==> config.mk <==
export PLATFORM = sky130hd
export DESIGN_NAME = circular_deque_engine
export DESIGN_NICKNAME = d
export VERILOG_FILES = /design/src/rtl/cde_pkg.sv /design/src/rtl/circular_deque_engine.sv /design/src/rtl/cde_front.sv /design/src/rtl/cde_fifo.sv /design/src/rtl/cde_back.sv
export SDC_FILE = /design/constraint.sdc
export NUM_CORES = 2
export LEC_CHECK = 0
export ABC_AREA = 0
export BUFFER_PORTS_ARGS = -buffer_cell sky130_fd_sc_hd__buf_2
export CAP_MARGIN = 25
export CORE_MARGIN = 2
export CORE_UTILIZATION = 50
export CTS_BUF_LIST = sky130_fd_sc_hd__clkbuf_16
export DETAILED_ROUTE_END_ITERATION = 16
export GPL_ROUTABILITY_DRIVEN = 0
export PLACE_DENSITY_LB_ADDON = 0.05
export SLEW_MARGIN = 20
export SYNTH_ARGS = -nofsm -noshare
export SYNTH_HDL_FRONTEND = slang
export SYNTH_SLANG_ARGS = --single-unit
==> constraint.sdc <==
create_clock -name clk -period 7.6 [get_ports clk]
set_clock_uncertainty 0.05 [all_clocks]
set_input_delay 0.76 -clock clk [delete_from_list [all_inputs] [get_ports clk]]
set_output_delay 0.76 -clock clk [all_outputs]
set_load 0.005 [all_outputs]
==> src/rtl/cde_pkg.sv <==
// Shared types and codes for the circular deque engine.
// Used by cde_front, cde_fifo, cde_back and circular_deque_engine.
package cde_pkg;

  localparam int VALUE_W     = 32;
  localparam int KIND_W      = 3;
  localparam int STATUS_W    = 2;
  localparam int OCC_W       = 7;
  localparam int QUEUE_DEPTH = 2;

  // Request kind codes as they arrive on the input channel
  localparam logic [KIND_W-1:0] KIND_INS_FRONT = 3'd0;
  localparam logic [KIND_W-1:0] KIND_INS_BACK  = 3'd1;
  localparam logic [KIND_W-1:0] KIND_DEL_FRONT = 3'd2;
  localparam logic [KIND_W-1:0] KIND_DEL_BACK  = 3'd3;
  localparam logic [KIND_W-1:0] KIND_LIST      = 3'd4;

  // Internal operation codes after classification
  typedef logic [2:0] op_t;
  localparam op_t OP_INS_FRONT = 3'd0;
  localparam op_t OP_INS_BACK  = 3'd1;
  localparam op_t OP_DEL_FRONT = 3'd2;
  localparam op_t OP_DEL_BACK  = 3'd3;
  localparam op_t OP_LIST      = 3'd4;
  localparam op_t OP_NOP       = 3'd5;

  // Result status codes
  typedef logic [STATUS_W-1:0] status_t;
  localparam status_t ST_OK    = 2'd0;
  localparam status_t ST_EMPTY = 2'd1;
  localparam status_t ST_FULL  = 2'd2;

  // Classified request held in the queue between front and back
  typedef struct packed {
    op_t                       op;
    logic signed [VALUE_W-1:0] value;
  } cmd_t;

endpackage

==> src/rtl/circular_deque_engine.sv <==
// Double-ended queue of signed 32-bit values in a ring of CAPACITY entries.
// Requests pass through a two-entry queue to the back end, so the input keeps
// accepting while a result waits on the output. Insert, delete and unused
// kinds each give one result from the back end. A list request starts a
// walk over the stored entries, paced by the single read port of the ring
// store, and gives one result per entry (one empty result on an empty
// store). No clearing pass runs after reset: only entries that hold values
// are put on the output. Output stalls hold the back end; the input stalls
// only when the queue is full.
module circular_deque_engine #(
  parameter int CAPACITY = 64
) (
  input  logic                               clk,
  input  logic                               rst,
  input  logic                               in_valid,
  output logic                               in_stall,
  input  logic [cde_pkg::KIND_W-1:0]         kind,
  input  logic signed [cde_pkg::VALUE_W-1:0] value,
  output logic                               out_valid,
  input  logic                               out_stall,
  output logic [cde_pkg::STATUS_W-1:0]       status,
  output logic signed [cde_pkg::VALUE_W-1:0] entry,
  output logic [cde_pkg::OCC_W-1:0]          occupancy_out,
  output logic                               last
);

  logic          push_valid;
  cde_pkg::cmd_t push_cmd;
  logic          push_ready;
  logic          q_valid;
  cde_pkg::cmd_t q_cmd;
  logic          q_pop;

  // Accept and classify requests
  cde_front u_front (
    .valid      (in_valid),
    .stall      (in_stall),
    .kind       (kind),
    .value      (value),
    .push_valid (push_valid),
    .push_cmd   (push_cmd),
    .push_ready (push_ready)
  );

  // Decouple front from back
  cde_fifo u_fifo (
    .clk        (clk),
    .rst        (rst),
    .push_valid (push_valid),
    .push_cmd   (push_cmd),
    .push_ready (push_ready),
    .pop_valid  (q_valid),
    .pop_cmd    (q_cmd),
    .pop        (q_pop)
  );

  // Carry out requests on the ring
  cde_back #(
    .CAPACITY (CAPACITY)
  ) u_back (
    .clk           (clk),
    .rst           (rst),
    .q_valid       (q_valid),
    .q_cmd         (q_cmd),
    .q_pop         (q_pop),
    .valid         (out_valid),
    .stall         (out_stall),
    .status        (status),
    .entry         (entry),
    .occupancy_out (occupancy_out),
    .last          (last)
  );

endmodule

==> src/rtl/cde_front.sv <==
// Front end: takes requests from the input channel and classifies them.
// Depends on cde_pkg; feeds cde_fifo.
module cde_front (
  input  logic                               valid,
  output logic                               stall,
  input  logic [cde_pkg::KIND_W-1:0]         kind,
  input  logic signed [cde_pkg::VALUE_W-1:0] value,
  output logic                               push_valid,
  output cde_pkg::cmd_t                      push_cmd,
  input  logic                               push_ready
);

  // Map the request kind to an internal operation; unused codes become no-ops
  always_comb begin
    unique case (kind)
      cde_pkg::KIND_INS_FRONT: push_cmd.op = cde_pkg::OP_INS_FRONT;
      cde_pkg::KIND_INS_BACK:  push_cmd.op = cde_pkg::OP_INS_BACK;
      cde_pkg::KIND_DEL_FRONT: push_cmd.op = cde_pkg::OP_DEL_FRONT;
      cde_pkg::KIND_DEL_BACK:  push_cmd.op = cde_pkg::OP_DEL_BACK;
      cde_pkg::KIND_LIST:      push_cmd.op = cde_pkg::OP_LIST;
      default:                 push_cmd.op = cde_pkg::OP_NOP;
    endcase
    push_cmd.value = value;
  end

  // Hold the requester off while the queue is full
  assign push_valid = valid;
  assign stall      = !push_ready;

endmodule

==> src/rtl/cde_fifo.sv <==
// Short request queue that decouples the front end from the back end.
// Depends on cde_pkg for the request type and depth.
module cde_fifo (
  input  logic          clk,
  input  logic          rst,
  input  logic          push_valid,
  input  cde_pkg::cmd_t push_cmd,
  output logic          push_ready,
  output logic          pop_valid,
  output cde_pkg::cmd_t pop_cmd,
  input  logic          pop
);

  localparam int DEPTH = cde_pkg::QUEUE_DEPTH;
  localparam int IDX_W = (DEPTH > 1) ? $clog2(DEPTH) : 1;
  localparam int CNT_W = $clog2(DEPTH + 1);

  cde_pkg::cmd_t    slots [DEPTH];
  logic [IDX_W-1:0] head;
  logic [IDX_W-1:0] tail;
  logic [CNT_W-1:0] count;
  logic             push_ok;
  logic             pop_ok;

  assign push_ready = (count != CNT_W'(DEPTH));
  assign pop_valid  = (count != '0);
  assign pop_cmd    = slots[head];
  assign push_ok    = push_valid && push_ready;
  assign pop_ok     = pop && pop_valid;

  // Store incoming requests at the tail
  always_ff @(posedge clk) begin
    if (push_ok) begin
      slots[tail] <= push_cmd;
    end
  end

  // Advance pointers and track fill level
  always_ff @(posedge clk) begin
    if (rst) begin
      head  <= '0;
      tail  <= '0;
      count <= '0;
    end else begin
      if (push_ok) begin
        tail <= (tail == IDX_W'(DEPTH - 1)) ? '0 : tail + 1'b1;
      end
      if (pop_ok) begin
        head <= (head == IDX_W'(DEPTH - 1)) ? '0 : head + 1'b1;
      end
      if (push_ok && !pop_ok) begin
        count <= count + 1'b1;
      end else if (pop_ok && !push_ok) begin
        count <= count - 1'b1;
      end
    end
  end

endmodule

==> src/rtl/cde_back.sv <==
// Back end: ring store, front/back pointers, list sequencer and result register.
// Depends on cde_pkg; takes classified requests from cde_fifo.
module cde_back #(
  parameter int CAPACITY = 64
) (
  input  logic                                clk,
  input  logic                                rst,
  input  logic                                q_valid,
  input  cde_pkg::cmd_t                       q_cmd,
  output logic                                q_pop,
  output logic                                valid,
  input  logic                                stall,
  output logic [cde_pkg::STATUS_W-1:0]        status,
  output logic signed [cde_pkg::VALUE_W-1:0]  entry,
  output logic [cde_pkg::OCC_W-1:0]           occupancy_out,
  output logic                                last
);

  localparam int PTR_W = $clog2(CAPACITY);
  localparam int CNT_W = $clog2(CAPACITY + 1);
  localparam int OW    = cde_pkg::OCC_W;
  localparam int VW    = cde_pkg::VALUE_W;

  localparam logic S_IDLE = 1'b0;
  localparam logic S_LIST = 1'b1;

  function automatic logic [PTR_W-1:0] ring_next(input logic [PTR_W-1:0] p);
    return (p == PTR_W'(CAPACITY - 1)) ? '0 : p + 1'b1;
  endfunction

  function automatic logic [PTR_W-1:0] ring_prev(input logic [PTR_W-1:0] p);
    return (p == '0) ? PTR_W'(CAPACITY - 1) : p - 1'b1;
  endfunction

  logic signed [VW-1:0] mem [CAPACITY];
  logic signed [VW-1:0] rd_q;

  logic                 state;
  logic                 state_next;
  logic [PTR_W-1:0]     front_pos;
  logic [PTR_W-1:0]     front_pos_next;
  logic [PTR_W-1:0]     back_pos;
  logic [PTR_W-1:0]     back_pos_next;
  logic [CNT_W-1:0]     occupancy;
  logic [CNT_W-1:0]     occupancy_next;
  logic [PTR_W-1:0]     list_pos;
  logic [PTR_W-1:0]     list_pos_next;
  logic [CNT_W-1:0]     remain;
  logic [CNT_W-1:0]     remain_next;

  logic                 wr_en;
  logic [PTR_W-1:0]     wr_addr;
  logic                 out_free;
  logic                 load_out;
  cde_pkg::status_t     status_next;
  logic signed [VW-1:0] entry_next;
  logic [CNT_W-1:0]     count_next;
  logic                 last_next;
  logic                 is_full;
  logic                 is_empty;

  assign out_free = !valid || !stall;
  assign is_full  = (occupancy == CNT_W'(CAPACITY));
  assign is_empty = (occupancy == '0);

  // Sequence requests and build the next result
  always_comb begin
    state_next     = state;
    front_pos_next = front_pos;
    back_pos_next  = back_pos;
    occupancy_next = occupancy;
    list_pos_next  = list_pos;
    remain_next    = remain;
    wr_en          = 1'b0;
    wr_addr        = back_pos;
    q_pop          = 1'b0;
    load_out       = 1'b0;
    status_next    = cde_pkg::ST_OK;
    entry_next     = '0;
    count_next     = occupancy;
    last_next      = 1'b1;

    unique case (state)
      S_IDLE: begin
        if (q_valid && out_free) begin
          q_pop = 1'b1;
          unique case (q_cmd.op)
            cde_pkg::OP_INS_FRONT: begin
              load_out = 1'b1;
              if (is_full) begin
                status_next = cde_pkg::ST_FULL;
              end else begin
                front_pos_next = ring_prev(front_pos);
                wr_en          = 1'b1;
                wr_addr        = ring_prev(front_pos);
                occupancy_next = occupancy + 1'b1;
                count_next     = occupancy + 1'b1;
              end
            end
            cde_pkg::OP_INS_BACK: begin
              load_out = 1'b1;
              if (is_full) begin
                status_next = cde_pkg::ST_FULL;
              end else begin
                back_pos_next  = ring_next(back_pos);
                wr_en          = 1'b1;
                wr_addr        = back_pos;
                occupancy_next = occupancy + 1'b1;
                count_next     = occupancy + 1'b1;
              end
            end
            cde_pkg::OP_DEL_FRONT: begin
              load_out = 1'b1;
              if (is_empty) begin
                status_next = cde_pkg::ST_EMPTY;
              end else begin
                front_pos_next = ring_next(front_pos);
                occupancy_next = occupancy - 1'b1;
                count_next     = occupancy - 1'b1;
              end
            end
            cde_pkg::OP_DEL_BACK: begin
              load_out = 1'b1;
              if (is_empty) begin
                status_next = cde_pkg::ST_EMPTY;
              end else begin
                back_pos_next  = ring_prev(back_pos);
                occupancy_next = occupancy - 1'b1;
                count_next     = occupancy - 1'b1;
              end
            end
            cde_pkg::OP_LIST: begin
              if (is_empty) begin
                load_out    = 1'b1;
                status_next = cde_pkg::ST_EMPTY;
              end else begin
                // start the walk; front entry is read this cycle
                list_pos_next = front_pos;
                remain_next   = occupancy - 1'b1;
                state_next    = S_LIST;
              end
            end
            default: begin
              load_out = 1'b1;
            end
          endcase
        end
      end
      S_LIST: begin
        if (out_free) begin
          load_out      = 1'b1;
          entry_next    = rd_q;
          last_next     = (remain == '0);
          list_pos_next = ring_next(list_pos);
          remain_next   = remain - 1'b1;
          if (remain == '0) begin
            state_next = S_IDLE;
          end
        end
      end
      default: begin
        state_next = S_IDLE;
      end
    endcase
  end

  // Ring store: write on insert, read ahead at the next list position
  always_ff @(posedge clk) begin
    if (wr_en) begin
      mem[wr_addr] <= q_cmd.value;
    end
    rd_q <= mem[list_pos_next];
  end

  // Control state
  always_ff @(posedge clk) begin
    if (rst) begin
      state     <= S_IDLE;
      front_pos <= '0;
      back_pos  <= '0;
      occupancy <= '0;
      list_pos  <= '0;
      remain    <= '0;
      valid     <= 1'b0;
    end else begin
      state     <= state_next;
      front_pos <= front_pos_next;
      back_pos  <= back_pos_next;
      occupancy <= occupancy_next;
      list_pos  <= list_pos_next;
      remain    <= remain_next;
      if (load_out) begin
        valid <= 1'b1;
      end else if (!stall) begin
        valid <= 1'b0;
      end
    end
  end

  // Result payload; hold while stalled
  always_ff @(posedge clk) begin
    if (load_out) begin
      status        <= status_next;
      entry         <= entry_next;
      occupancy_out <= OW'(count_next);
      last          <= last_next;
    end
  end

endmodule
==> impl_metrics.csv <==
group,metric,value,unit
drt,vias,52900,
clock_tree,cts_tree,"built",
place,port_buffers,82,
clock_tree,cts_root_buffer,"clkbuf_16",
floorplan,die_h,422,um
yosys,synth_edf_count,2160,
sta,whs,0.0537,ns
yosys,synth_nets,5634,
grt,grt_use_total,0.307,
sta,fin_ws,1.46,ns
yosys,async_reset_ff_frac,0,
floorplan,initial_core_util,0.503,
critical_path,reg2reg_depth,12,
pwr,max-vdd-ir-drop,0.000240,V
final_layout,fillerInstances,13700,
drt,wl_met3,28000,um
hold_path,min_path_cells,1,
sta,worst_pin_slew,1.11,ns
yosys,ys_seq_area_frac,0.758,
pwr,p_switching,7.90,mW
grt,grt_pass1_wl,387000,um
critical_path,critPathRequiredTime,8.08,ns
place,placedInstanceArea,0.0916,mm2
place,pre_cts_slack,1.64,ns
critical_path,max_stage_delay,0.71,ns
grt,overflow,0,
critical_path,crit_chain,"inv_1 -> ha_1 -> or3b_4 -> or2_4 -> a211oi_4 -> or3_4 -> buf_12 -> mux4_2 -> a22oi_1 -> nand3_1 -> a311oi_2 -> nand4_1",
critical_path,crit_slowest_cell,"a311oi_2",
final_layout,drive_above_1_share,0.159,
floorplan,num_rows,153,
critical_path,crit_path_max_fanout,68,
clock_tree,cts_resized,0,
pwr,power.internal,22.0,mW
final_layout,final_cell_area,0.0990,mm2
sta,fmax,163,MHz
yosys,synthDistinctLibCells,83,
pwr,power,29.9,mW
final_layout,layout.nets,5842,
floorplan,pin_count,83,
floorplan,dieArea,0.178,mm2
clock_tree,cts_max_path_buffers,3,
sta,setup_viol,0,
sta,report.final.hold_viol_count,0,
grt,grt_pass1_vias,49200,
critical_path,timing.rr.start,"u_back.occupancy[0]$_SDFF_PP0_",
critical_path,crit_cells,12,
drt,routed_wl,277000,um
sta,timing.final.crit_share,0.808,
clock_tree,clk_latency,0.87,ns
drt,via_per_inst,6.35,
yosys,ys_warn_count,0,
drt,post-route-drc-count,0,
final_layout,syn_to_final_growth,13.2,%
critical_path,cp-start-kind,"flop",
final_layout,seq_area,0.0663,mm2
run_status,status,"completed",
floorplan,die_w,422,um
drt,antenna_left,0,
drt,wl_per_cell,33.3,um
sta,fin_setup_tns,0,ns
critical_path,crit_path_start,"u_back.occupancy[0]$_SDFF_PP0_",
critical_path,crit_arrival,6.62,ns
pwr,comb_power_share,0.124,
sta,rsz0062_at_grt,"false",
final_layout,final_common_cell,"edfxtp_1",
critical_path,crit_type,"flop to flop",
sta,period_minus_slack,6.14,ns
sta,final_max_slew_viol_count,0,
drt,drt_iter0_drc,7593,
yosys,synth_seq_cells,2231,
hold_path,hp-class,"input port to flop",
final_layout,fin_util,0.570,
critical_path,endpoint_kind,"flop",
pwr,clockPowerShare,0.366,
grt,grt_max_degree,127,
floorplan,fp.coreArea,0.174,mm2
final_layout,layout_common_cells,"edfxtp_1 (2160), nand2_1 (1077), nand3_1 (360)",
sta,relSlewSlack,0.260,
clock_tree,clk_pin_slew,0.06,ns
yosys,synth-main-ff-cell,"edfxtp_1",
final_layout,fin_cells,8329,
grt,antenna_found_initial,30,
pwr,seqPwrFrac,0.511,
place,hpwl,168000,um
clock_tree,clock_sinks,2231,
yosys,syn_inst,5583,
final_layout,multi_input_area,0.0200,mm2
pwr,power.density,302,mW/mm2
pwr,sw_frac_of_total,0.264,
critical_path,cpLargestDelayFamily,"simple AND/OR/NAND/NOR gates",
hold_path,holdCritStartpoint,"value[29]",
drt,firstDrtPassIters,6,
yosys,synth_area,0.0874,mm2
drt,wl_met2,126000,um
flow_run,maxCapViolations,0,
critical_path,path_buf_inv,2,
drt,met1Wirelength,115000,um
yosys,syn_avg_cell_area,15.7,um2
place,place_inst,7879,
pwr,p_leak,33.2,nW
clock_tree,h-tree-depth,4,
clock_tree,cts_inserted_buffers,225,
drt,dr.max_layer_used,"met5",
[final timing paths]
check | to | slack [ns]
max | u_back.rd_q[9]$_DFF_P_ | 1.46
max reg2reg | u_back.rd_q[9]$_DFF_P_ | 1.46
min reg2reg | flop | 0.46
min | u_fifo.slots[1][29]$_DFFE_PP_ | 0.05
[layer usage]
metal / vias to the layer above / GRT usage
met2: 2850 / 0.466
met4: 16 / 0.0808
met3: 402 / 0.0634
met1: 27500 / 0.456
met5: - / 0
li1: 22100 / -
[cells by family (layout without fill, tap and decap cells)]
kind of cell	after synthesis	after routing	synth area share
AND/OR/NAND/NOR	1912	1912	0.0973
multiplexers	370	370	0.0656
AO/OA/AOI/OAI	686	686	0.0542
flip-flops	2231	2231	0.758
other	0	12	0
adder cells (fa/ha/maj)	12	12	0.00172
XOR/XNOR	16	16	0.00160
buffers and inverters	356	765	0.0214
[sequential cells by signal, summed over array words and instances, names as in the netlist, 2 cells and up, named ones only]
name	flops
u_back.rd_q	32
u_fifo.count	2
u_back.entry	32
u_fifo.slots	70
u_back.status	2
u_back.remain	7
u_back.occupancy	7
u_back.mem	2048
u_back.list_pos	6
u_back.front_pos	6
u_back.back_pos	6
u_back.occupancy_out	7
[power by group through the flow]
| stage | clock (mW) | sequential (mW) | combinational (mW) |
|---|---|---|---|
| after floorplan | 0 | 15.4 | 1.88 |
| after global placement | 0 | 15.5 | 3.59 |
| after detailed placement | 0 | 15.5 | 3.65 |
| after CTS | 11.1 | 15.3 | 3.65 |
| after global routing | 11.5 | 15.3 | 3.91 |
| final | 11.0 | 15.3 | 3.70 |
[worst reg2reg max path, cell delays in order, from the launching register on]
cell	delay, ns
dfxtp_1	0.35
inv_1	0.14
ha_1	0.26
or3b_4	0.46
or2_4	0.34
a211oi_4	0.69
or3_4	0.57
buf_12	0.49
mux4_2	0.62
a22oi_1	0.34
nand3_1	0.21
a311oi_2	0.71
nand4_1	0.58
[Yosys cell counts (all sizes together) (65+ instances only)]
cell       n  area share
nand4     72      0.0052
o21ai     65      0.0037
and3     119      0.0085
a21oi    149      0.0085
nand3    361       0.021
nand2   1079       0.046
mux2i    167       0.019
dfxtp     71       0.016
buf      196       0.015
a211oi    67      0.0059
nor2     153      0.0068
mux4     158       0.041
a22oi     68      0.0058
edfxtp  2160        0.74
clkbuf   142      0.0061
a31oi    105      0.0075
[cell type report]
type | instances | area share
Antenna cell | 12 | 0.000303
Clock buffer | 229 | 0.0579
Clock inverter | 199 | 0.0156
Inverter | 18 | 0.000682
Multi-Input combinational cell | 2996 | 0.202
Sequential cell | 2231 | 0.669
Tap cell | 2325 | 0.0294
Timing Repair Buffer | 319 | 0.0251
[what timing repair did]
action | 4_1_cts | 5_1_grt
endpoints found under the setup margin | 0 | 0
hold buffers | 8 | 0
setup buffers | 0 | 0
hold endpoints to repair | 16 | 0
(Power assumes the default switching activity.)
